## src/hdl/hva_pkg.sv

```systemverilog
// Shared opcode, status and classification types for the homogeneous vector ALU.
package hva_pkg;

   localparam int FUNC_W   = 4;
   localparam int STATUS_W = 3;

   typedef enum logic [FUNC_W-1:0] {
      FN_ADD   = 4'd0,
      FN_SUB   = 4'd1,
      FN_NEG   = 4'd2,
      FN_SCALE = 4'd3,
      FN_DIV   = 4'd4,
      FN_MAG   = 4'd5,
      FN_NORM  = 4'd6,
      FN_DOT   = 4'd7,
      FN_CROSS = 4'd8
   } func_type;

   typedef enum logic [STATUS_W-1:0] {
      ST_OK          = 3'd0,
      ST_TWO_PTS     = 3'd1,
      ST_PT_FROM_VEC = 3'd2,
      ST_DIV_ZERO    = 3'd3,
      ST_SAT         = 3'd4
   } status_type;

   // What the front end learns about an item before it is queued.
   typedef struct packed {
      func_type op;
      logic     two_pts;
      logic     pt_from_vec;
      logic     div_zero;
   } class_type;

endpackage

```

## src/hdl/hva_if.sv

```systemverilog
// Valid/ready channel interfaces for the request and response items.
interface hva_req_if #(parameter int W = 32) ();
   logic                 valid;
   logic                 ready;
   logic [3:0]           func;
   logic signed [W-1:0]  a_x;
   logic signed [W-1:0]  a_y;
   logic signed [W-1:0]  a_z;
   logic signed [W-1:0]  a_w;
   logic signed [W-1:0]  b_x;
   logic signed [W-1:0]  b_y;
   logic signed [W-1:0]  b_z;
   logic signed [W-1:0]  b_w;
   logic signed [W-1:0]  scalar_in;

   modport source (output valid, func, a_x, a_y, a_z, a_w, b_x, b_y, b_z, b_w, scalar_in,
                   input ready);
   modport sink (input valid, func, a_x, a_y, a_z, a_w, b_x, b_y, b_z, b_w, scalar_in,
                 output ready);
endinterface


```

## src/hdl/hva_front.sv

```systemverilog
// Front end: accepts request items, checks the w rules and divisor, and queues them.
module hva_front import hva_pkg::*; #(
   parameter int W = 32,
   parameter int F = 16
) (
   hva_req_if.sink       req,
   input  logic          q_full,
   output logic          push,
   output class_type     cls,
   output logic [9*W-1:0] data
);

   localparam int SW = W + F + 2;
   localparam logic signed [SW-1:0] TWO_ONE = SW'(2) << F;

   logic signed [SW-1:0] w_sum;
   logic signed [SW-1:0] w_diff;

   assign req.ready = !q_full;
   assign push      = req.valid && !q_full;

   always_comb begin
      w_sum  = {{(SW-W){req.a_w[W-1]}}, req.a_w} + {{(SW-W){req.b_w[W-1]}}, req.b_w};
      w_diff = {{(SW-W){req.a_w[W-1]}}, req.a_w} - {{(SW-W){req.b_w[W-1]}}, req.b_w};
      cls.op          = func_type'(req.func);
      cls.two_pts     = (w_sum == TWO_ONE);
      cls.pt_from_vec = w_diff[SW-1];
      cls.div_zero    = (req.scalar_in == '0);
      data = {req.scalar_in, req.b_w, req.b_z, req.b_y, req.b_x,
              req.a_w, req.a_z, req.a_y, req.a_x};
   end

endmodule

```

## src/flat_wrapper.sv

```systemverilog
// flat-port wrapper written by rule: the top's interface ports become plain ports
module hva_front_flat import hva_pkg::*;
#(
   parameter int W = 32,
   parameter int F = 16
)
  (q_full, push, cls, data, req_valid, req_func, req_a_x, req_a_y, req_a_z, req_a_w, req_b_x, req_b_y, req_b_z, req_b_w, req_scalar_in, req_ready);
  hva_req_if #(.W(W)) req_i ();
  input  logic q_full;
  output logic push;
  output class_type cls;
  output logic [9*W-1:0] data;
  input wire logic [$bits(req_i.valid)-1:0] req_valid;
  input wire logic [$bits(req_i.func)-1:0] req_func;
  input wire logic [$bits(req_i.a_x)-1:0] req_a_x;
  input wire logic [$bits(req_i.a_y)-1:0] req_a_y;
  input wire logic [$bits(req_i.a_z)-1:0] req_a_z;
  input wire logic [$bits(req_i.a_w)-1:0] req_a_w;
  input wire logic [$bits(req_i.b_x)-1:0] req_b_x;
  input wire logic [$bits(req_i.b_y)-1:0] req_b_y;
  input wire logic [$bits(req_i.b_z)-1:0] req_b_z;
  input wire logic [$bits(req_i.b_w)-1:0] req_b_w;
  input wire logic [$bits(req_i.scalar_in)-1:0] req_scalar_in;
  output wire logic [$bits(req_i.ready)-1:0] req_ready;
  assign req_i.valid = req_valid;
  assign req_i.func = req_func;
  assign req_i.a_x = req_a_x;
  assign req_i.a_y = req_a_y;
  assign req_i.a_z = req_a_z;
  assign req_i.a_w = req_a_w;
  assign req_i.b_x = req_b_x;
  assign req_i.b_y = req_b_y;
  assign req_i.b_z = req_b_z;
  assign req_i.b_w = req_b_w;
  assign req_i.scalar_in = req_scalar_in;
  assign req_ready = req_i.ready;
  hva_front #(.W(W), .F(F)) u_core (.req(req_i), .q_full(q_full), .push(push), .cls(cls), .data(data));
endmodule
```

## config.mk

```make
export PLATFORM = sky130hd
export DESIGN_NAME = hva_front_flat
export DESIGN_NICKNAME = d
export VERILOG_FILES = /design/src/hdl/hva_pkg.sv /design/src/hdl/hva_if.sv /design/src/hdl/hva_front.sv /design/src/flat_wrapper.sv
export SDC_FILE = /design/constraint.sdc
export NUM_CORES = 1
export LEC_CHECK = 0
export ABC_AREA = 1
export BUFFER_PORTS_ARGS = -buffer_cell sky130_fd_sc_hd__buf_2
export CAP_MARGIN = 10
export CORE_AREA = 2 2 230 232
export DETAILED_ROUTE_END_ITERATION = 7
export DIE_AREA = 0 0 232 234
export PLACE_DENSITY = 0.42
export SYNTH_ARGS = -nofsm -noshare
export SYNTH_HDL_FRONTEND = slang
export SYNTH_SLANG_ARGS = --single-unit
```

## constraint.sdc

```tcl
create_clock -name vclk -period 7.61
set_clock_uncertainty 0.2 [all_clocks]
set_input_delay 1.1415 -clock vclk [all_inputs]
set_output_delay 1.1415 -clock vclk [all_outputs]
set_load 0.02 [all_outputs]
```

**After elaboration in Yosys (flattened, before gate mapping)**

Cells that the tools add are included.

- Register bits: 0
- Word-level logic and storage cells: 6
- Input bits: 294

- Reduce and logical (&&, ||, !) cells: 3
- Add/subtract/negate cells: 2
- Equal/unequal tests: 1

Operators with widths:

| operator | number |
|---|---|
| 50-bit by 19-bit equality test with 1-bit output, second input constant | 1 |
| 32-bit by 32-bit adder with 33-bit output | 1 |
| 32-bit by 32-bit subtractor with 33-bit output | 1 |
| 32-bit logical NOT | 1 |
| 1-bit logical AND | 1 |
| 1-bit logical NOT | 1 |

**Depth between registers and ports, before layout**

- Depth in word-level cells: 2
- Mapped depth: 19
- Depth with buffers taken out: 19

**Least setup slack after synthesis**

OpenSTA, ideal clock, no wires.

- Path kind: in2out
- From: input port req_b_w[0]
- To: output port cls[2] (netlist name)
- Path buffers: 0
- Arrival time: 2.955 ns
- Cell stages on the path: 17
- Data required time: 6.268 ns
- Setup slack: 3.313 ns
- Path through: ha_1 fa_1 nand2_1 nand2_1 nand3_1 nand2_1 nand2_1 nand3_2 nand2_1 nand2_1 inv_1 nand2_2 nor2_2 nand2_1 nor2_1 nand3_1 nor2_1

RTL lines:

| item | line | source |
|---|---|---|
| start: declaration | flat_wrapper.sv:22 | `input wire logic [$bits(req_i.b_w)-1:0] req_b_w;` |
| end: declaration | flat_wrapper.sv:11 | `output class_type cls;` |

==> flow_summary_export.csv <==
group,metric,value,unit
run_status,outcome,"finished clean",
power_and_ir_drop,pwr-share-comb,1.000,
clock_tree,post_cts_buffers,0,
placement,dp.final_hpwl,20200,um
layout,seqCellArea,0,um^2
run,drv_cap,0,
layout,fillers,6184,
worst_hold_path,hold_class,"input pin to primary output",
sta,worstMarginPinSlew,0.650,ns
floorplan,fp.dieArea,54300,um^2
floorplan,ios,591,
placement,gp_congestion,0.849,
synthesis,yosys_warnings,0,
worst_hold_path,hold_end,"data[29]",
power_and_ir_drop,sw_frac_of_total,0.672,
drt,drcViolationCount,0,
placement,port_buffers,199,
grt,grt_util_all_layers,0.0760,
sta,fin_crit,4.97,ns
grt,grt_max_degree,9,
drt,drt_iter0_drc,171,
synthesis,syn_area_per_cell,5.96,um^2
floorplan,num_rows,84,
layout,syn_to_final_growth,-6.08,%
worst_setup_path,worstPathMaxFanout,4,
sta,slew_violations,0,
layout,clock_buffers,0,
clock_tree,cts-hold-fix-buffers,0,
layout,drive_gt1_frac,0.274,
sta,fmax,0.201,GHz
worst_setup_path,crit_required,6.27,ns
sta,fin_crit_sh,0.653,
drt,dr_total_vias,5016,
floorplan,core,52000,um^2
floorplan,start_util,0.107,
synthesis,synth_fp_nets,1295,
worst_setup_path,arrival,3.63,ns
drt,antenna_left,0,
sta,hold_viol_final,0,
grt,overflow,0,
power_and_ir_drop,leakagePower,0.00289,uW
power_and_ir_drop,p_clk_frac,0,
drt,wl,22100,um
floorplan,die_h,234,um
power_and_ir_drop,seq_power_share,0,
synthesis,syn-cell-area,5580,um^2
worst_setup_path,startpoint_type,"input pin",
drt,drtPass1Iterations,7,
sta,hold_slack,2.08,ns
floorplan,die-width,232,um
power_and_ir_drop,power_density,68.4,nW/um^2
sta,slew_headroom,0.563,
grt,grt_pass1_vias,5009,
power_and_ir_drop,switching_power,241,uW
worst_hold_path,whs_path_depth,0,
sta,rsz0062_at_grt,"no",
layout,insertedDiodeCount,0,
sta,fin_setup_tns,0,ns
layout,layout.nets,1203,
power_and_ir_drop,cell_internal_pwr,117,uW
drt,routed_via_density,3.28,
sta,setup_viol,0,
power_and_ir_drop,ir_worst_vdd,10.8,uV
grt,antenna_found_initial,0,
drt,drt-wirelength-per-cell,14.5,um
synthesis,synth_cells,936,
synthesis,synth_cell_type_count,33,
worst_hold_path,min_from,"req_a_x[29]",
worst_setup_path,endpoint_kind,"primary output",
layout,seq_cell_count,0,
synthesis,seq_area_frac_synth,0,
worst_setup_path,path_class,"input pin to primary output",
worst_setup_path,crit_start,"req_b_w[0]",
clock_tree,post_cts_resized,0,
grt,grt_pass1_wl,30700,um
## worst max-delay path, stage by stage
cell and delay, ns:
buf_2 0.11, ha_1 0.27, fa_1 0.45, nand2_1 0.09, nand2_1 0.08, nand4_1 0.11, nand2_1 0.10, nand2_2 0.10
nand2_2 0.07, nand2_2 0.09, nand2_2 0.08, nand2_1 0.11, nand2_1 0.05, inv_1 0.05, nand2_1 0.04, nor2_1 0.13
nand3_1 0.08, nor2_1 0.24, buf_2 0.23
## kinds of logic after synthesis
| family | share of synthesized area |
|---|---|
| adders and majority gates | 0.147 |
| AOI/OAI and AO/OA | 0.0756 |
| buffers and inverters | 0.488 |
| xor gates and xnor gates | 0.00606 |
| and+or+nand+nor | 0.284 |
## routing by layer
| layer | global-route usage | vias up | share of wire | routed length [um] |
|---|---|---|---|---|
| met4 | 0.0379 | 0 | 0.053 | 1180 |
| met2 | 0.148 | 294 | 0.51 | 11300 |
| met5 | 0 | - | 0 | 0 |
| li1 | - | 2430 | - | - |
| met1 | 0.0756 | 2196 | 0.35 | 7780 |
| met3 | 0.0165 | 96 | 0.084 | 1860 |
## cells in the mapped netlist
| cell type | number | area, um^2 |
|---|---|---|
| nand3_2 | 4 | 40.0 |
| a21oi_1 | 36 | 180 |
| o21ai_1 | 1 | 5.00 |
| o21ai_2 | 1 | 8.76 |
| ha_1 | 64 | 801 |
| or2_1 | 1 | 6.26 |
| nor3b_1 | 1 | 7.51 |
| clkbuf_1 | 1 | 3.75 |
| nor4_1 | 9 | 56.3 |
| a21o_1 | 1 | 7.51 |
| nand4_1 | 17 | 106 |
| nand3_1 | 39 | 195 |
| nor3_1 | 14 | 70.1 |
| nor2_1 | 64 | 240 |
| a211oi_1 | 4 | 30.0 |
| nor2_2 | 6 | 37.5 |
| a21oi_2 | 6 | 52.6 |
| a21boi_2 | 1 | 11.3 |
| xor2_2 | 1 | 16.3 |
| nand2_2 | 6 | 37.5 |
| xor2_1 | 2 | 17.5 |
| fa_1 | 1 | 20.0 |
| o21ai_0 | 10 | 50.1 |
| inv_2 | 4 | 15.0 |
| nand2_1 | 200 | 751 |
| nor3_2 | 2 | 20.0 |
| inv_1 | 135 | 507 |
| a21o_2 | 1 | 8.76 |
| o21bai_1 | 8 | 60.1 |
| clkinv_1 | 1 | 3.75 |
| buf_4 | 292 | 2190 |
| o31ai_1 | 1 | 7.51 |
| nand3b_1 | 2 | 15.0 |
## per-stage QoR
step | instance area [um^2] | total power [uW] | instances | setup WS (ns) | util
floorplan | 5580 | 408 | 936 | 3.31 | -
global placement | 5240 | 365 | 1530 | 2.61 | 0.101
detailed placement | 5240 | 363 | 1530 | 2.58 | 0.101
CTS | 5240 | 365 | 1530 | 2.57 | 0.101
global route | 5240 | 406 | 1530 | 2.33 | 0.101
finish | 5240 | 358 | 1530 | 2.64 | 0.101
## layout make-up
cell class / count / area (um^2) / share of cell area
Tap cell: 688 / 861 / 0.164
Timing Repair Buffer: 199 / 996 / 0.190
Multi-Input combinational cell: 503 / 2860 / 0.545
Inverter: 140 / 526 / 0.100
## power groups by stage
stage               logic (uW)  clock network [uW]  registers [uW]
floorplan                  408                   0               0
global placement           365                   0               0
detailed placement         363                   0               0
CTS                        365                   0               0
global route               406                   0               0
finish                     358                   0               0
## cell usage in the layout, fill, tap and decap left out, types with 6 or more instances in the layout
cell type / synthesis / layout
ha_1: 64 / 64
nor4_1: 9 / 9
nand2_1: 200 / 200
nor2_1: 64 / 64
buf_2: 0 / 199
o21ai_0: 10 / 10
nor3_1: 14 / 14
a21oi_1: 36 / 36
nand2_2: 6 / 6
nand3_1: 39 / 39
nand4_1: 17 / 17
nor2_2: 6 / 6
inv_1: 135 / 135
a21oi_2: 6 / 6
o21bai_1: 8 / 8
## worst max path at each step
stage          slack, ns  endpoint
4_1_cts             2.57    cls[2]
6_report            2.64    cls[2]
3_3_place_gp        2.61    cls[2]
2_1_floorplan       3.31    cls[2]
3_5_place_dp        2.58    cls[2]
5_1_grt             2.33    cls[2]
Note: power is estimated with default switching activity, not from simulation.
