<file path="src/hdl/hva_pkg.sv">
// Shared opcode, status and classification types for the homogeneous vector ALU.
package hva_pkg;

   localparam int FUNC_W   = 4;
   localparam int STATUS_W = 3;

   typedef enum logic [FUNC_W-1:0] {
      FN_ADD   = 4'd0,
      FN_SUB   = 4'd1,
      FN_NEG   = 4'd2,
      FN_SCALE = 4'd3,
      FN_DIV   = 4'd4,
      FN_MAG   = 4'd5,
      FN_NORM  = 4'd6,
      FN_DOT   = 4'd7,
      FN_CROSS = 4'd8
   } func_type;

   typedef enum logic [STATUS_W-1:0] {
      ST_OK          = 3'd0,
      ST_TWO_PTS     = 3'd1,
      ST_PT_FROM_VEC = 3'd2,
      ST_DIV_ZERO    = 3'd3,
      ST_SAT         = 3'd4
   } status_type;

   // What the front end learns about an item before it is queued.
   typedef struct packed {
      func_type op;
      logic     two_pts;
      logic     pt_from_vec;
      logic     div_zero;
   } class_type;

endpackage

</file>
<file path="src/hdl/hva_queue.sv">
// Two-entry queue between the classifying front end and the execution pipeline.
module hva_queue import hva_pkg::*; #(
   parameter int DW = 288
) (
   input  logic          clock,
   input  logic          reset,
   input  logic          push,
   input  class_type     in_cls,
   input  logic [DW-1:0] in_data,
   output logic          full,
   input  logic          pop,
   output logic          empty,
   output class_type     out_cls,
   output logic [DW-1:0] out_data
);

   localparam int DEPTH = 2;

   class_type     ent_cls_ff  [DEPTH];
   logic [DW-1:0] ent_data_ff [DEPTH];
   logic          wr_ptr_ff, wr_ptr_in;
   logic          rd_ptr_ff, rd_ptr_in;
   logic [1:0]    count_ff, count_in;

   assign full     = (count_ff == 2'(DEPTH));
   assign empty    = (count_ff == 2'd0);
   assign out_cls  = ent_cls_ff[rd_ptr_ff];
   assign out_data = ent_data_ff[rd_ptr_ff];

   always_comb begin
      wr_ptr_in = push ? ~wr_ptr_ff : wr_ptr_ff;
      rd_ptr_in = pop ? ~rd_ptr_ff : rd_ptr_ff;
      count_in  = count_ff + 2'(push) - 2'(pop);
   end

   always_ff @(posedge clock) begin
      if (reset) begin
         wr_ptr_ff <= 1'b0;
         rd_ptr_ff <= 1'b0;
         count_ff  <= 2'd0;
      end else begin
         wr_ptr_ff <= wr_ptr_in;
         rd_ptr_ff <= rd_ptr_in;
         count_ff  <= count_in;
      end
   end

   always_ff @(posedge clock) begin
      if (push) begin
         ent_cls_ff[wr_ptr_ff]  <= in_cls;
         ent_data_ff[wr_ptr_ff] <= in_data;
      end
   end

`ifndef ASSERT_OFF
   a_count_bound: assert property (@(posedge clock) disable iff (reset)
      count_ff <= 2'(DEPTH))
      else $error("queue count beyond depth");
   a_no_pop_empty: assert property (@(posedge clock) disable iff (reset)
      pop |-> count_ff != 2'd0)
      else $error("queue popped while empty");
`endif

endmodule

</file>
<file path="config.mk">
export PLATFORM = sky130hd
export DESIGN_NAME = hva_queue
export DESIGN_NICKNAME = d
export VERILOG_FILES = /design/src/hdl/hva_pkg.sv /design/src/hdl/hva_queue.sv
export SDC_FILE = /design/constraint.sdc
export NUM_CORES = 1
export LEC_CHECK = 0
export ABC_AREA = 1
export BUFFER_PORTS_ARGS = -buffer_cell sky130_fd_sc_hd__buf_2
export CAP_MARGIN = 20
export CORE_AREA = 2 2 235 237
export DETAILED_ROUTE_END_ITERATION = 16
export DIE_AREA = 0 0 237 239
export SLEW_MARGIN = 30
export SYNTH_ARGS = -nofsm -noshare
export SYNTH_HDL_FRONTEND = slang
export SYNTH_SLANG_ARGS = --single-unit
</file>
<file path="constraint.sdc">
create_clock -name clock -period 37.9 [get_ports clock]
set_input_delay 3.79 -clock clock [delete_from_list [all_inputs] [get_ports clock]]
set_output_delay 3.79 -clock clock [all_outputs]
set_load 0.01 [all_outputs]
</file>
Word-level counts from Yosys, hierarchy flattened
Memories as Yosys holds them, arrays and structs flattened. A register that Yosys moved wholly into a read port is not among the register bits. Index checks and enable logic that the tools add are counted.

Flip-flop bits (word level): 4. Memory bits (writable): 590. Bits of input ports: 299. Output and inout port bits: 297. Word-level logic and storage cells: 17. Memories kept: 2.

Add/sub/neg operators: 2. Equal/unequal tests: 1. Mux-type cells: 6. Bitwise logic cells: 2. Reduce and logical (&&, ||, !) cells: 1.

Memories: ent_data_ff (words 2, width 288, rd ports 1, clocked after memory_dff 1, write ports 1, line hva_queue.sv:20) `logic [DW-1:0] ent_data_ff [DEPTH];`; ent_cls_ff (words 2, width 7, rd ports 1, clocked after memory_dff 1, write ports 1, line hva_queue.sv:19) `class_type ent_cls_ff [DEPTH];`.

Operators by type and width (number): 1-bit 2-to-1 mux (6); 2-bit by 1-bit adder with 2-bit output (1); 2-bit == test, second input constant (1); 2-bit zero test (1); 1-bit inverter (2); 2-bit by 1-bit subtractor with 2-bit output (1).

Longest topological paths before layout
Gate-level depths: netlist of the first run.

Word-level depth: 3. Gate-level depth with buffers: 9.

Worst setup path after synthesis of the first run
No wires, ideal clock.

Path kind: in2reg. Start point: in push. End point: mem ent_cls_ff[0][0] (netlist name), enable pin. Setup time: 0.965 ns. Arrival: 16.151 ns. Setup slack: 20.784 ns. Stages: 2. Path buffers: 0. Cells stage by stage: inv_1 nor2_1.

Word-level cells in the longest chain between the ends: 2.

RTL lines: from (decl) (line hva_queue.sv:7) `input logic push,`; 1-bit 2-to-1 mux (line hva_queue.sv:49) `if (push) begin`; 1-bit 2-to-1 mux (not written as such) (line hva_queue.sv:50) `ent_cls_ff[wr_ptr_ff] <= in_cls;`; to (decl) (line hva_queue.sv:19).

No other way between the ends.

==> results of run 1 <==
stage by stage:
step	hold slack (ps)	worst slack (ps)
after floorplan	479.9	20780
after global placement	495.1	30350
after detailed placement	509.6	30270
after CTS	526.7	29600
after global routing	569.7	29680
final	526.1	30000
state kept, by name (all words and copies together), names as in the netlist, named ones only:
signal,cells
count_ff,2
ent_cls_ff,14
ent_data_ff,576
wr_ptr_ff,1
rd_ptr_ff,1
cells in the final DEF (no fill, tap or decap), types with 2 or more instances in the layout:
cell and n:
buf_2 595, buf_4 7, buf_6 4, bufinv_16 8
clkbuf_1 10, clkbuf_16 61, clkinv_1 13, clkinv_2 13
clkinv_4 3, dfxtp_1 4, diode_2 21, edfxtp_1 590
ha_1 2, inv_1 7, inv_6 3, mux2_2 274
mux2_4 20, nand2_1 4, nor2_1 7
cells in the mapped netlist, drive strengths merged:
library cell	number	area share, %
dfxtp	5	0.46
nor2	8	0.14
edfxtp	590	82
xnor2	1	0.040
nand3	1	0.023
nor3	1	0.023
ha	2	0.12
inv	8	0.14
mux2	295	16
a21oi	1	0.023
buf	33	1.6
nand2	4	0.069
worst reg2reg max path, stage by stage (launching register included):
cell and delay [ps]:
dfxtp_1 410, nand2_1 210, inv_12 540, buf_4 940, buf_4 630
final timing paths:
| check | start | endpoint | slack (ps) | cells past startpoint |
|---|---|---|---|---|
| min reg2reg | rd_ptr_ff$_SDFFE_PP0P_ | rd_ptr_ff$_SDFFE_PP0P_ | 530 | 2 |
| min | rd_ptr_ff$_SDFFE_PP0P_ | rd_ptr_ff$_SDFFE_PP0P_ | 530 | 2 |
| max reg2reg | wr_ptr_ff$_SDFFE_PP0P_ | ent_cls_ff[1][4]$_DFFE_PP_ | 34770 | 4 |
| max | flop | out_data[126] | 30000 | 5 |
cells by family (layout without fill, tap and decap cells):
family                     Yosys count  after routing  share of synthesized area, %
AOI/OAI and AO/OA                    1              1                       0.02306
xor gates and xnor gates             1              1                       0.04040
adders and majority gates            2              2                        0.1154
buffers and inverters               41            728                         1.737
DFF                                595            595                         82.16
muxes                              295            295                         15.67
other                                0             21                             0
and+or+nand+nor                     14             14                        0.2538
where the power goes:
group	leakage, uW	switching (uW)	internal (uW)	total (uW)
clock	0.000980	241	349	590
combinational	0.00368	82.8	68.6	151
sequential	0.00558	9.83	763	773
cell type report:
type / count / area, um2 / share of cell area (%)
inverters: 8 / 42.54 / 0.1553
multi-input cells: 313 / 3498 / 12.77
clock buffers: 71 / 1564 / 5.711
flip-flops and latches: 595 / 17820 / 65.07
diodes: 21 / 52.55 / 0.1919
repair buffers: 607 / 3103 / 11.33
well taps: 704 / 880.8 / 3.216
clock inverters: 42 / 425.4 / 1.553
routing by layer:
| metal | routed length [um] | part of all wire [%] | global-route usage [%] |
|---|---|---|---|
| met1 | 18690 | 37 | 19.46 |
| met3 | 3826 | 7.6 | 5.404 |
| met5 | 118 | 0.23 | 0 |
| met2 | 25730 | 51 | 28.79 |
| met4 | 1941 | 3.9 | 8.516 |
==> out/results.tsv, run 1 <==
metric	value	unit
worst path arrival time	4110	ps
Initial Util	39.91	%
Final min period	7902	ps
per-cell routed wire length	21.31	um
I/O pin count	596	
FF+latch count, synth	595	
Vias/cell	4.759	
clk sinks	595	
Crit path top cell by count	buf_4	
Crit Path Max Fanout	66	
Max Buffers Root-to-Sink	3	
PwrDens	55.32	nW/um2
fin area	27390	um2
CTS root buf	clkbuf_16	
drt drc	0	
Placed Instances	2227	
routability cong.	0.8244	
Mapped Area	21680	um2
Post CTS Setup Buffer Count	0	
cts repair resizes	0	
Reg clk slew, reported paths	60	ps
die height	239	um
die width	237	um
Max Cap Viol	0	
dpl cell area	25340	um2
GRT Residual Overflow	0	
P_leak	0.01024	uW
status	finished, final reports clean	
HPWL Detailed	35.05	mm
syn_nets	1250	
fraction of layout cells with a size suffix above 1	60.76	%
vias in the first global route	11620	
post-synthesis cell type count	15	
GRT Total Usage	16.99	%
die footprint	56640	um2
CP cell instances	buf_4 > buf_6 > buf_4 > mux2_2 > buf_2	
Layout Cells excl Fill	2361	
Pre-Repair DR Iteration Count	5	
Final period util	20.85	%
Slew HR	37.38	%
first-pass GRT wire length	71.67	mm
Final Hold Viols	0	
crit end category	output port	
Filler cells	4538	
Num CTS Buffers	61	
Area growth, synth to finish	26.30	%
hold crit path type	reg -> reg	
Synth Instances	949	
unrepaired setup endpoints after global routing	false	
CP peak stage delay	830	ps
pin count of the biggest net entering global routing	133	
Syn. warnings	0	
CTS tree	built	
Slowest cell on crit path	buf_4	
CORE AREA	54340	um2
violation count after the first detailed-route iteration	660	
Data required, critical path	34110	ps
Seq/Total Area, Yosys	82.16	%
number of antenna violations at the first check in global routing	32	
Nets	1887	
synthesized area per cell	22.85	um2
Largest delay share family, worst path	buffers and inverters	
total power	1515	uW
fin util	50.40	%
worst slew pin tran	939.3	ps
Worst Setup Start Kind	flop	
WP buf/inv	4	
htree depth	2	
clock latency on the worst-skew pair	610	ps
row count	86	
Antenna Violating Nets Remaining	0	
Setup Total Neg Slack	0	ps
hold buffer count at CTS	0	
PortBufs	595	
Final setup viols	0	
final clock skew	8.426	ps
Slew Limit Fails	0	
final wirelength	50.31	mm
total number of vias	11240	
worst ir drop on vdd	0.03700	mV
fmax	0.1266	GHz
Setup CP Type	reg -> out	
Note: power is estimated with default switching activity, not from simulation.
==> inputs of run 2 (changes only) <==
- PLACE_DENSITY: default -> 0.66
- clock period: 37.9 -> 7.2 ns (I/O delays scaled with it)
==> run 2 against run 1 <==
- die area unchanged
- largest power group unchanged
- sequential power rose to 5.3 times the previous value
- cell area shrank 0.43%
- clock power rose to 5.1 times the previous value
- clock-buffer cell count increased by 1
- non-clock buffer count fell by 6
- worst setup slack worse by 27000 ps
- combinational power rose to 5.1 times the previous value
- utilization fell by 0.22 points
- critical path depth down 2
- flip-flop and latch count is the same
- global-route usage is 0.62 points lower
==> out/results.tsv, run 2 (synthesis gave the netlist of run 1 again) <==
metric	value	unit	change
combinational share of power	9.9	%	about the same
fmax	0.2670	GHz	
Reg clk slew, reported paths	60	ps	about the same
switching share of power	22.04	%	about the same
RR Endpoint	ent_cls_ff[1][0]$_DFFE_PP_		
Pre-Repair DR Iteration Count	5		unchanged
dpl cell area	25310	um2	-0.11%
part of the power in registers	51.9	%	+0.9 points
CP Depth	3		-2
Largest delay share family, worst path	flip-flops		
fin area	27270	um2	-0.43%
violation count after the first detailed-route iteration	655		-0.76%
Final setup viols	0		unchanged
final worst slack	3454	ps	-26540 ps
worst slew pin tran	1055	ps	+115.4 ps
worst path arrival time	3030	ps	-1080 ps
pin count of the biggest net entering global routing	153		+15%
Antenna Violating Nets Remaining	0		unchanged
routability cong.	0.8883		+7.8%
final clock skew	21.54	ps	+13.12 ps
Crit Path Max Fanout	146		+120%
row count	86		unchanged
P_leak	0.01017	uW	-0.65%
Largest regs	ent_data_ff: 576 flops, ent_cls_ff: 14 flops, count_ff: 2 flops		
CP cell instances	buf_12 > mux2_2 > buf_2		
clk sinks	595		unchanged
r2r startpoint	wr_ptr_ff$_SDFFE_PP0P_		
worst ir drop on vdd	0.2557	mV	+590%
HPWL Detailed	33.89	mm	-3.3%
CTS root buf	clkbuf_16		
final wirelength	48.82	mm	-3.0%
P_int	6128	uW	+420%
GRT Total Usage	16.36	%	-0.62 points
Biggest register	ent_data_ff		
Reg2Reg Depth	3		-1
fraction of layout cells with a size suffix above 1	60.42	%	-0.34 points
die footprint	56640	um2	unchanged
per-cell routed wire length	20.83	um	-2.3%
GRT Residual Overflow	0		unchanged
setup slack, reg-to-reg	4970	ps	-29800 ps
Data required, critical path	6480	ps	-27630 ps
Max Cap Viol	0		unchanged
first-pass GRT wire length	69.25	mm	-3.4%
total number of vias	11220		-0.11%
Final period util	52.03	%	
Num CTS Buffers	60		-1.6%
CORE AREA	54340	um2	unchanged
dpl ws	4005	ps	-26260 ps
number of flip-flops in the largest register	576		unchanged
PortBufs	595		unchanged
Slew HR	29.68	%	-7.7 points
Post CTS Setup Buffer Count	0		unchanged
Area growth, synth to finish	25.76	%	
hold crit path type	in -> reg		
Slowest cell on crit path	dfxtp_4		
Final min period	3746	ps	
drt drc	0		unchanged
hold buffer count at CTS	0		unchanged
commonest non-fill, non-tap cell in the layout	buf_2		
Setup Total Neg Slack	0	ps	unchanged
WP buf/inv	2		-2
Initial Util	39.91	%	unchanged
I/O pin count	596		unchanged
Slew Limit Fails	0		unchanged
cts repair resizes	0		unchanged
Worst Setup Start Kind	flop		
number of antenna violations at the first check in global routing	22		-31%
clock latency on the worst-skew pair	590	ps	-20 ps
status	finished, final reports clean		
CTS tree	built		
htree depth	2		unchanged
crit end category	output port		
vias in the first global route	11770		+1.2%
die width	237	um	unchanged
clock power share	38.2	%	-0.8 points
unrepaired setup endpoints after global routing	false		
Vias/cell	4.788		+0.62%
Critical Path Sink	out_data[166]		
CP peak stage delay	920	ps	+90 ps
PwrDens	288.2	nW/um2	+420%
Nets	1880		-0.37%
die height	239	um	unchanged
Max Buffers Root-to-Sink	3		unchanged
commonest cells after routing, fill and taps aside	buf_2, edfxtp_1, mux2_2, clkbuf_16, mux2_4		
Setup CP Type	reg -> out		
NetSw	1732	uW	+420%
Final Hold Viols	0		unchanged
[run 2: worst min path at each step]
stage,from,end,depth (start not counted)
2_1_floorplan,rd_ptr_ff$_SDFFE_PP0P_,flop,2
3_3_place_gp,rd_ptr_ff$_SDFFE_PP0P_,flop,2
3_5_place_dp,rd_ptr_ff$_SDFFE_PP0P_,rd_ptr_ff$_SDFFE_PP0P_,2
4_1_cts,in_data[86],ent_data_ff[0][86]$_DFFE_PP_,1
5_1_grt,in_data[174],ent_data_ff[1][174]$_DFFE_PP_,1
6_report,in_data[86],ent_data_ff[0][86]$_DFFE_PP_,1
[run 2: metal layers]
layer / track usage, % / vias up / wire length, um
met5: 0 / - / 88
met4: 8.420 / 16 / 2042
met3: 5.242 / 150 / 3684
met2: 29.02 / 408 / 25540
met1: 17.50 / 5564 / 17460
li1: - / 5085 / -
[run 2: layout make-up]
type | instances | area (um2)
clock buffer | 72 | 1589
inverter | 8 | 37.54
timing repair buffer | 601 | 3080
clock inverter | 38 | 330.3
tap | 704 | 880.8
multi-input combinational | 313 | 3498
fill | 4474 | 27070
sequential | 595 | 17820
antenna | 13 | 32.53
[run 2: metrics by stage]
step                      power, uW  cells  hold slack (ps)  util (%)
final                          7860   2344            302.1     50.18
after global routing           8137   2343            267.9     50.18
after CTS                      7957   2331            256.3     50.11
after detailed placement       4937   2221            503.5     46.58
after global placement         4917   2221            490.5     46.58
after floorplan                4615    949            479.9         -
[run 2: power by group through the flow]
stage / combinational, uW / sequential (uW) / clock, uW
finish: 776 / 4080 / 3000
global route: 834 / 4100 / 3210
CTS: 784 / 4080 / 3090
detailed placement: 780 / 4160 / 0
global placement: 766 / 4150 / 0
floorplan: 466 / 4150 / 0
